$ cat src/rtl/hti_ram.sv
// Generic simple dual-port RAM: one write port, one read port, registered read.
// No dependencies.
module hti_ram #(
    parameter int WIDTH = 8,
    parameter int DEPTH = 16
) (
    input  logic                     i_clk,
    input  logic                     i_we,
    input  logic [$clog2(DEPTH)-1:0] i_waddr,
    input  logic [WIDTH-1:0]         i_wdata,
    input  logic [$clog2(DEPTH)-1:0] i_raddr,
    output logic [WIDTH-1:0]         o_rdata
);
    logic [WIDTH-1:0] r_mem [0:DEPTH-1];

    always_ff @(posedge i_clk) begin
        if (i_we) begin
            r_mem[i_waddr] <= i_wdata;
        end
        o_rdata <= r_mem[i_raddr];
    end
endmodule

$ cat config.mk
export PLATFORM = sky130hd
export DESIGN_NAME = hti_ram
export DESIGN_NICKNAME = d
export VERILOG_FILES = /design/src/rtl/hti_ram.sv
export SDC_FILE = /design/constraint.sdc
export NUM_CORES = 1
export LEC_CHECK = 0
export ABC_AREA = 0
export BUFFER_PORTS_ARGS = -buffer_cell sky130_fd_sc_hd__buf_2
export CORE_MARGIN = 5
export CORE_UTILIZATION = 54
export DETAILED_ROUTE_END_ITERATION = 6
export PLACE_DENSITY = 0.74
export SYNTH_ARGS = -nofsm -noshare
export SYNTH_HDL_FRONTEND = slang
export SYNTH_SLANG_ARGS = --single-unit
$ cat constraint.sdc
create_clock -name i_clk -period 1.7 [get_ports i_clk]
set_input_delay 0.255 -clock i_clk [delete_from_list [all_inputs] [get_ports i_clk]]
set_output_delay 0.255 -clock i_clk [all_outputs]
set_load 0.05 [all_outputs]
Yosys cells after proc, flatten, opt, wreduce, memory -nomap -nowiden
Memory sizes are Yosys's and may differ from the RTL's. A register that Yosys moved wholly into a read port is not among the register bits.
Cells that the tools add are included.
{"block": "op_classes", "muxes": 2, "reduce_logical": 0, "mul": 0, "n_eq_ne": 0, "n_lt_le_gt_ge": 0, "n_bitwise": 0, "n_div": 0, "shift": 0, "addsub": 0}
{"operator": "1-bit 2-to-1 mux", "n": 2}
{"block": "word_totals", "latch_bits": 0, "in_bits": 18, "rom_bits": 0, "output_inout_bits": 8, "regBits": 0, "ramBits": 128, "n_memories": 1}
{"name": "r_mem", "words": 16, "width": 8, "read_ports": 1, "rd_ports_with_merged_regs": 1, "write_ports": 1, "line_no": "14", "rtl": "logic [WIDTH-1:0] r_mem [0:DEPTH-1];"}

Logic depth before layout (Yosys ltp)
Gate-level depths: netlist of run 1.
{"block": "depth", "depth_word": 2, "ltp_mapped": 5}

Worst setup path after synthesis of run 1
OpenSTA, ideal clock, no wires.
{"block": "synth_path", "kind": "in2reg", "from": "input port i_waddr[2]", "to": "memory r_mem[0][0], enable pin", "cell_stages": 2, "arrival_ns": 1.365, "setup_slack_ns": -0.048, "n_path_buf": 0, "required_time_ns": 1.317, "path_cell_list": "or3b_2 > nor3_1"}
{"element": "start, declared", "line_no": "9", "rtl": "input logic [$clog2(DEPTH)-1:0] i_waddr,"}
{"element": "end, declared", "line_no": "14"}
Straight into the memory's write port.

==> metrics.cfg, run 1 <==
[outcome]
outcome = completed

[cells_and_area]
fin_nets = 305
synthToLayoutAreaGrowth_pct = 20.1
drive_gt1_share_pct = 33.0
stdcell_count = 430
final_area_um2 = 6180
final_cell_mix = 128 x edfxtp_1, 25 x buf_2, 20 x buf_4
layout_commonest_cell = edfxtp_1
final_util_pct = 66.6

[worst_setup_path]
r2r-end = o_rdata[2]
critPathRequiredTime_ns = 2.09
crit_buf_inv = 0
cp-end-kind = flip-flop
slowest_delay_ns = 0.57
crit_slowest_cell = mux4_1
setup.worst_path.start_class = flip-flop
rr_worst_depth = 3
path_class = flip-flop to flip-flop
crit_arrival_ns = 1.80
rr_startpoint = r_mem[10][2]
r2r_setup_slack_ns = 0.29
cp_cell_sequence = mux4_1 > a22oi_1 > nand2_1
crit_path_max_fanout = 1
crit_family = multiplexers

[synthesis]
ys_warn_count = 0
synth_top_family_by_area = multiplexers
ys_seq_elements = 136
synth.area.mux_share_pct = 15.0
syn_area_um2 = 5150
synthAdderAreaFrac_pct = 0
synth-simple-area-share_pct = 3.18
synth-xor-area-share_pct = 0
avgSynthCellArea_um2 = 22.5
yosysUniqueCellTypes = 19
synth-compound-area-share_pct = 2.33
synth_nets = 247
syn_inst = 229
yosysSeqAreaShare_pct = 77.8

[timing]
tns_ns = 0
setup_viol = 0
rsz0062_at_grt = false
drv_slew = 0
fin_worst_skew_ns = 0.00487
period_needed_ns = 1.41
max_freq_mhz = 710
slew_headroom_pct = 74.1
fin_crit_sh_pct = 82.9
worst_pin_slew_ns = 0.388
hold_viol_final = 0

[global_routing]
grt_pass1_vias = 2627
antenna_found_initial = 1
grt_pass1_wl_um = 15800
grt_overflow = 0
grt_max_degree = 17
track_usage_pct = 19.5

[floorplan]
start_util_pct = 55.4
core_area_um2 = 9280
dieArea_um2 = 11600
core.rowCount = 35
boundaryPins = 26
die_w_um = 108
dieHeight_um = 108

[placement]
detailed_place_hpwl_um = 6600
placedCellCount = 397
port_buffers = 25
place.gp.congestion = 0.756
dpl_cell_area_um2 = 5580

[clocking]
cts_max_level = 4
cts-resized-gates = 0
ctsHoldBuffers = 0
clock_latency_ns = 0.51
cts_tree = built
postCtsSetupBuffers = 0
clk_path_buf_depth = 2
cts_sinks = 136
numCtsBuffers = 17
cts_root_buf = clkbuf_8
path_clk_slew_ns = 0.06

[min_path]
hold_class = input pin to flip-flop
min_to = r_mem[0][4]
hold_start = i_wdata[4]
hold_depth = 1

[routing]
wire_per_inst_um = 24.3
met3_length_um = 551
top_layer_used = met4
wl_um = 10500
drc = 0
dr.pass1.iters = 4
wl_met1_um = 4270
wl_met2_um = 5510
vias = 2508
ant_nets = 0
routed_via_density = 5.83
drtIter0Drc = 181

[power]
peakVddDrop_mv = 0.743
totalPowerFinal_mw = 7.84
cellLeakagePower_nw = 2.12
p_per_area_nw_per_um2 = 1270

[flow_run]
cap_violations = 0

## per-layer routing
layer | vias up | track usage, %
met2 | 88 | 31.7
met1 | 1324 | 25.6
met3 | 8 | 5.46
li1 | 1088 | -
met5 | - | 0
met4 | 0 | 6.58
## cell type report
class | instances | area (um2)
sequential | 136 | 4000
fill | 598 | 3100
multi-input combinational | 83 | 1060
clock buffer | 21 | 449
timing repair buffer | 49 | 355
tap | 129 | 161
clock inverter | 11 | 148
antenna | 1 | 2.50
## cells in the mapped netlist
master / instances / share of area [%]
or3b_2: 1 / 0.17
and2_1: 1 / 0.12
clkdlybuf4s25_2: 3 / 0.58
a22oi_1: 16 / 2.3
buf_4: 1 / 0.15
nand2_1: 9 / 0.66
nand2b_1: 2 / 0.24
nand3b_1: 2 / 0.29
nor3_1: 4 / 0.39
buf_6: 3 / 0.66
mux4_2: 18 / 7.9
buf_2: 3 / 0.29
nand3_1: 1 / 0.097
dfxtp_1: 8 / 3.1
nor2b_1: 1 / 0.12
and2b_1: 1 / 0.15
mux4_1: 14 / 7.1
nor2_1: 13 / 0.95
edfxtp_1: 128 / 75
## registers in the layout, indices dropped and copies added (netlist names)
signal / flops
r_mem: 128
o_rdata: 8
## cells by family after synthesis
group	after synthesis
flops	136
simple gates	35
mux	32
compound gates	16
buf+inv	10
## worst reg2reg max path, delay by kind of cell, from the launching register on
family,cells,cell delay [ns]
AOI/OAI and AO/OA,1,0.24
muxes,1,0.57
and+or+nand+nor,1,0.08
DFF,1,0.41
## through the flow
| stage | worst slack [ns] | hold slack (ns) |
|---|---|---|
| after floorplan | 0.179 | 0.354 |
| after global placement | 0.0422 | 0.641 |
| after detailed placement | 0.0209 | 0.654 |
| after CTS | 0.291 | 0.108 |
| after global routing | 0.203 | 0.118 |
| final | 0.291 | 0.125 |
## worst max path at each step
stage                  from           to  slack, ns  cells past startpoint
6_report       r_mem[10][2]   o_rdata[2]       0.29                      3
5_1_grt         r_mem[9][2]   o_rdata[2]       0.20                      3
4_1_cts          o_rdata[3]   o_rdata[3]       0.29                      1
3_5_place_dp     i_raddr[0]   o_rdata[5]       0.02                      5
3_3_place_gp     i_raddr[0]   o_rdata[1]       0.04                      5
2_1_floorplan    i_waddr[2]  r_mem[3][0]       0.18                      2
## where the power goes
part / switching (mW) / total (mW) / internal, mW
logic: 0.275 / 0.440 / 0.165
registers: 0.0266 / 3.78 / 3.75
clock network: 1.31 / 3.63 / 2.31
total: 1.62 / 7.84 / 6.23
Power figures use the tool's default switching activity.
==> inputs of run 2 (changes only) <==
- CORE_UTILIZATION: 54 -> 60
- PLACE_DENSITY: 0.74 -> 0.78
- clock period: 1.7 -> 1.4 ns (I/O delays scaled with it)
==> metrics.cfg, run 2 (synthesis results as in run 1) <==
[timing]
slew_headroom_pct = 46.0  ; -28 points
hold_viol_final = 0  ; unchanged
worst_pin_slew_ns = 0.809  ; +0.420 ns
setup_viol = 0  ; unchanged
fin_worst_skew_ns = 0.00726  ; +0.00239 ns
tns_ns = 0  ; unchanged
fin_crit_sh_pct = 99.2  ; +16 points
max_freq_mhz = 720  ; +1.5%
period_needed_ns = 1.39  ; -0.0202 ns
rsz0062_at_grt = true
drv_slew = 0  ; unchanged

[routing]
routed_via_density = 6.18  ; +6.0%
drc = 0  ; unchanged
wl_um = 10200  ; -2.4%
wl_met1_um = 4050  ; -5.2%
wl_met2_um = 5200  ; -5.8%
vias = 2522  ; +0.56%
ant_nets = 0  ; unchanged
met3_length_um = 855  ; +55%
wire_per_inst_um = 25.0  ; +2.9%
drtIter0Drc = 202  ; +12%
dr.pass1.iters = 4  ; unchanged
top_layer_used = met4

[power]
comb_power_share_pct = 5.7  ; about the same
p_per_area_nw_per_um2 = 1540  ; +22%
power_frac_seq_pct = 48.1  ; about the same
cellLeakagePower_nw = 2.13  ; +0.39%
peakVddDrop_mv = 1.07  ; +44%
p_int_mw = 7.53  ; +21%
switching_power_mw = 2.01  ; +24%
power_frac_clock_pct = 46.2  ; about the same
power_switching_share_pct = 21.0  ; +0.45 points

[global_routing]
antenna_found_initial = 0  ; -1
grt_pass1_wl_um = 15800  ; -0.13%
grt_pass1_vias = 2627  ; unchanged
grt_overflow = 0  ; unchanged
grt_max_degree = 19  ; +2
track_usage_pct = 22.0  ; +2.4 points

[cells_and_area]
drive_gt1_share_pct = 37.0  ; +4.0 points
final_cell_mix = 128 x edfxtp_1, 24 x buf_2, 24 x buf_4
diodes = 0  ; -1
fin_nets = 308  ; +0.98%
synthToLayoutAreaGrowth_pct = 20.0  ; about the same
largest_reg_flops = 128  ; unchanged
layout_commonest_cell = edfxtp_1
top_register = r_mem
final_util_pct = 74.4  ; +7.9 points
top_regs = r_mem x128, o_rdata x8

[floorplan]
core_area_um2 = 8300  ; -11%
dieHeight_um = 103  ; -4.7%
boundaryPins = 26  ; unchanged
core.rowCount = 33  ; -5.7%
start_util_pct = 62.0  ; +6.6 points
dieArea_um2 = 10500  ; -9.1%
die_w_um = 103  ; -4.7%

[clocking]
cts_max_level = 4  ; unchanged
numCtsBuffers = 17  ; unchanged
path_clk_slew_ns = 0.06  ; about the same
postCtsSetupBuffers = 0  ; unchanged
clk_path_buf_depth = 2  ; unchanged
cts_sinks = 136  ; unchanged
clock_latency_ns = 0.51  ; about the same
cts_root_buf = clkbuf_8
ctsHoldBuffers = 0  ; unchanged
cts_tree = built

[worst_setup_path]
crit_arrival_ns = 1.76  ; -0.04 ns
setup.worst_path.start_class = flip-flop
path_class = flip-flop to flip-flop
crit_path_max_fanout = 1  ; unchanged
critPathRequiredTime_ns = 1.78  ; -0.31 ns
rr_worst_depth = 3  ; unchanged
cp-end-kind = flip-flop

[min_path]
hold_class = input pin to flip-flop
hold_depth = 1  ; unchanged

[placement]
detailed_place_hpwl_um = 6220  ; -5.7%
place.gp.congestion = 0.710  ; -6.2%
port_buffers = 25  ; unchanged

[outcome]
outcome = completed

[flow_run]
cap_violations = 0  ; unchanged

-- run 2: stage by stage --
stage          hold WS [ns]  total power [mW]  area [um2]  instances  worst slack [ns]
4_1_cts              0.0568              9.58        6170        408           -0.0141
3_5_place_dp          0.600              5.20        5570        376            -0.276
5_1_grt              0.0662              9.84        6180        408           -0.0230
3_3_place_gp          0.589              5.18        5570        376            -0.208
6_report             0.0798              9.54        6180        408            0.0115
2_1_floorplan         0.309              4.98        5160        229           -0.0761
-- run 2: repair_timing --
item                       4_1_cts  5_1_grt
hold endpoints to repair         0        0
setup endpoints to repair        2        3
pin swaps                        3        0
gates resized for setup          5        2
-- run 2: power groups by stage --
stage          sequential [mW]  clock (mW)  combinational [mW]
6_report                  4.58        4.40               0.545
5_1_grt                   4.59        4.67               0.584
4_1_cts                   4.59        4.44               0.549
3_3_place_gp              4.66           0               0.521
2_1_floorplan             4.75           0               0.232
3_5_place_dp              4.67           0               0.534
-- run 2: per-layer routing --
metal	GRT usage [%]	up-vias
li1	-	1094
met1	30.5	1305
met2	35.2	112
met3	5.82	11
met4	6.05	0
met5	0	-
-- run 2: critical path, stage by stage, from the launching register on --
cell and delay [ns]:
edfxtp_1 0.42, mux4_2 0.53, a22oi_2 0.19, nand2_1 0.11
-- run 2: path summary, 6_finish.rpt --
check / startpoint / end / slack (ns)
min: i_wdata[2] / r_mem[4][2] / 0.08
max reg2reg: r_mem[4][2] / o_rdata[2] / 0.01
max: r_mem[4][2] / o_rdata[2] / 0.01
min reg2reg: r_mem[7][7] / o_rdata[7] / 0.69
-- run 2: layout make-up --
type / instances / area (um2)
clock buffer: 18 / 428
clock inverter: 14 / 171
fill: 459 / 2120
multi-input combinational: 83 / 1080
sequential: 136 / 4000
tap: 105 / 131
timing repair buffer: 52 / 368
==> inputs of run 3 (changes only) <==
- SETUP_SLACK_MARGIN: default -> 0.15
==> metrics.cfg, run 3 (synthesis results as in run 1) <==
[timing]
tns_ns = 0  ; unchanged
hold_viol_final = 0  ; unchanged
max_freq_mhz = 760  ; +5.5%
whs_ns = 0.0648  ; -0.0150 ns
period_needed_ns = 1.32  ; -0.0723 ns
worst_pin_slew_ns = 0.836  ; +0.0273 ns
drv_slew = 0  ; unchanged
slew_headroom_pct = 44.1  ; -1.9 points
setup_viol = 0  ; unchanged
fin_worst_skew_ns = 0.00726  ; -0.00000655 ns
fin_crit_sh_pct = 94.0  ; -5.2 points
setup_slack_ns = 0.0838  ; +0.0723 ns
rsz0062_at_grt = true

[worst_setup_path]
r2r_setup_slack_ns = 0.08  ; +0.07 ns
setup.worst_path.start_class = flip-flop
rr_worst_depth = 3  ; unchanged
path_class = flip-flop to flip-flop
endpoint = o_rdata[6]
critPathRequiredTime_ns = 1.81  ; +0.03 ns
cp-startpoint = r_mem[3][6]
crit_path_max_fanout = 1  ; unchanged
rr_startpoint = r_mem[3][6]
r2r-end = o_rdata[6]
cp-end-kind = flip-flop
crit_arrival_ns = 1.73  ; -0.03 ns

[routing]
vias = 2599  ; +3.1%
drc = 0  ; unchanged
drtIter0Drc = 300  ; +49%
routed_via_density = 6.32  ; +2.3%
dr.pass1.iters = 6  ; +2
wire_per_inst_um = 25.2  ; +0.66%
ant_nets = 0  ; unchanged
wl_um = 10300  ; +1.4%

[floorplan]
dieHeight_um = 103  ; unchanged
dieArea_um2 = 10500  ; unchanged
die_w_um = 103  ; unchanged
boundaryPins = 26  ; unchanged
core.rowCount = 33  ; unchanged
core_area_um2 = 8300  ; unchanged
start_util_pct = 62.0  ; unchanged

[flow_run]
cap_violations = 0  ; unchanged

[power]
power_frac_seq_pct = 46.2  ; -1.9 points
power_frac_clock_pct = 47.6  ; +1.4 points
switching_power_mw = 2.15  ; +6.9%
power_switching_share_pct = 21.5  ; +0.49 points
peakVddDrop_mv = 1.38  ; +29%
cellLeakagePower_nw = 2.15  ; +1.2%
p_per_area_nw_per_um2 = 1570  ; +1.4%
comb_power_share_pct = 6.3  ; +0.6 points
p_int_mw = 7.82  ; +3.8%

[placement]
place.gp.congestion = 0.771  ; +8.6%
port_buffers = 25  ; unchanged
dpl_cell_area_um2 = 5610  ; +0.72%
detailed_place_hpwl_um = 6360  ; +2.3%
place_ws_ns = -0.268  ; +0.00816 ns

[cells_and_area]
final_util_pct = 76.7  ; +2.2 points
top_register = r_mem
top_regs = r_mem x128, o_rdata x8
diodes = 0  ; unchanged
n_fill_cell = 420  ; -8.5%
final_cell_mix = 128 x edfxtp_1, 32 x mux4_2, 24 x buf_4
drive_gt1_share_pct = 46.7  ; +9.8 points
layout_commonest_cell = edfxtp_1
synthToLayoutAreaGrowth_pct = 23.6
final_area_um2 = 6360  ; +3.0%
largest_reg_flops = 128  ; unchanged
fin_nets = 311  ; +0.97%

[clocking]
postCtsSetupBuffers = 0  ; unchanged
clk_path_buf_depth = 2  ; unchanged
numCtsBuffers = 17  ; unchanged
cts_tree = built
cts_root_buf = clkbuf_8
cts_max_level = 4  ; unchanged
clock_latency_ns = 0.53  ; +0.02 ns
path_clk_slew_ns = 0.06  ; about the same
cts_sinks = 136  ; unchanged

[min_path]
hold_class = input pin to flip-flop

[global_routing]
track_usage_pct = 22.7  ; +0.71 points
antenna_found_initial = 0  ; unchanged
grt_pass1_wl_um = 16200  ; +2.7%
grt_overflow = 0  ; unchanged
grt_max_degree = 19  ; unchanged
grt_pass1_vias = 2728  ; +3.8%

[outcome]
outcome = completed

run 3: cell count changes in the layout (fill, tap and decap cells not counted), sizes merged:
cell,before,now
inv,3,7
bufinv,3,4
buf,51,55
clkbuf,19,18
clkinv,5,0
run 3: area by class of cell:
cell class | instances | area (um2) | share of cell area [%]
clock buffers | 18 | 428 | 6.72
clock inverters | 14 | 209 | 3.28
repair buffers | 55 | 494 | 7.77
flip-flops and latches | 136 | 4020 | 63.1
multi-input cells | 83 | 1090 | 17.1
well taps | 105 | 131 | 2.06
run 3: critical path: stages, from the launching register on:
cell and delay, ns:
edfxtp_1 0.38, mux4_2 0.51, a22oi_2 0.24, nand2_1 0.08
run 3: repair_timing:
| item | in CTS | in global routing |
|---|---|---|
| gates resized for setup | 36 | 5 |
| endpoints found under the setup margin | 16 | 15 |
| pin swaps | 2 | 4 |
| hold buffers | 0 | 0 |
| cloned | 0 | 0 |
run 3: worst min-delay path by stage:
stage / from / end / slack (ns) / cells after the start
finish: i_wdata[2] / r_mem[13][2] / 0.06 / 1
global route: i_wdata[2] / r_mem[13][2] / 0.05 / 1
CTS: i_wdata[5] / r_mem[8][5] / 0.04 / 1
detailed placement: i_wdata[5] / r_mem[6][5] / 0.60 / 1
global placement: i_wdata[4] / r_mem[5][4] / 0.59 / 1
floorplan: i_wdata[0] / r_mem[0][0] / 0.31 / 0
run 3: stage by stage:
step	power, mW	std cells
floorplan	5.01	229
global placement	5.20	379
detailed placement	5.22	379
CTS	10.0	411
global route	10.3	411
finish	9.96	411
run 3: power by group through the flow:
stage,sequential [mW],combinational (mW),clock [mW]
global route,4.60,0.661,5.02
finish,4.60,0.623,4.74
floorplan,4.75,0.255,0
detailed placement,4.67,0.552,0
global placement,4.66,0.536,0
CTS,4.60,0.617,4.78
run 3: per-layer routing:
| metal | share of wire [%] | global-route usage [%] |
|---|---|---|
| met1 | 41 | 31.1 |
| met4 | 2.0 | 8.78 |
| met5 | 0 | 0 |
| met3 | 6.4 | 6.09 |
| met2 | 50 | 35.3 |
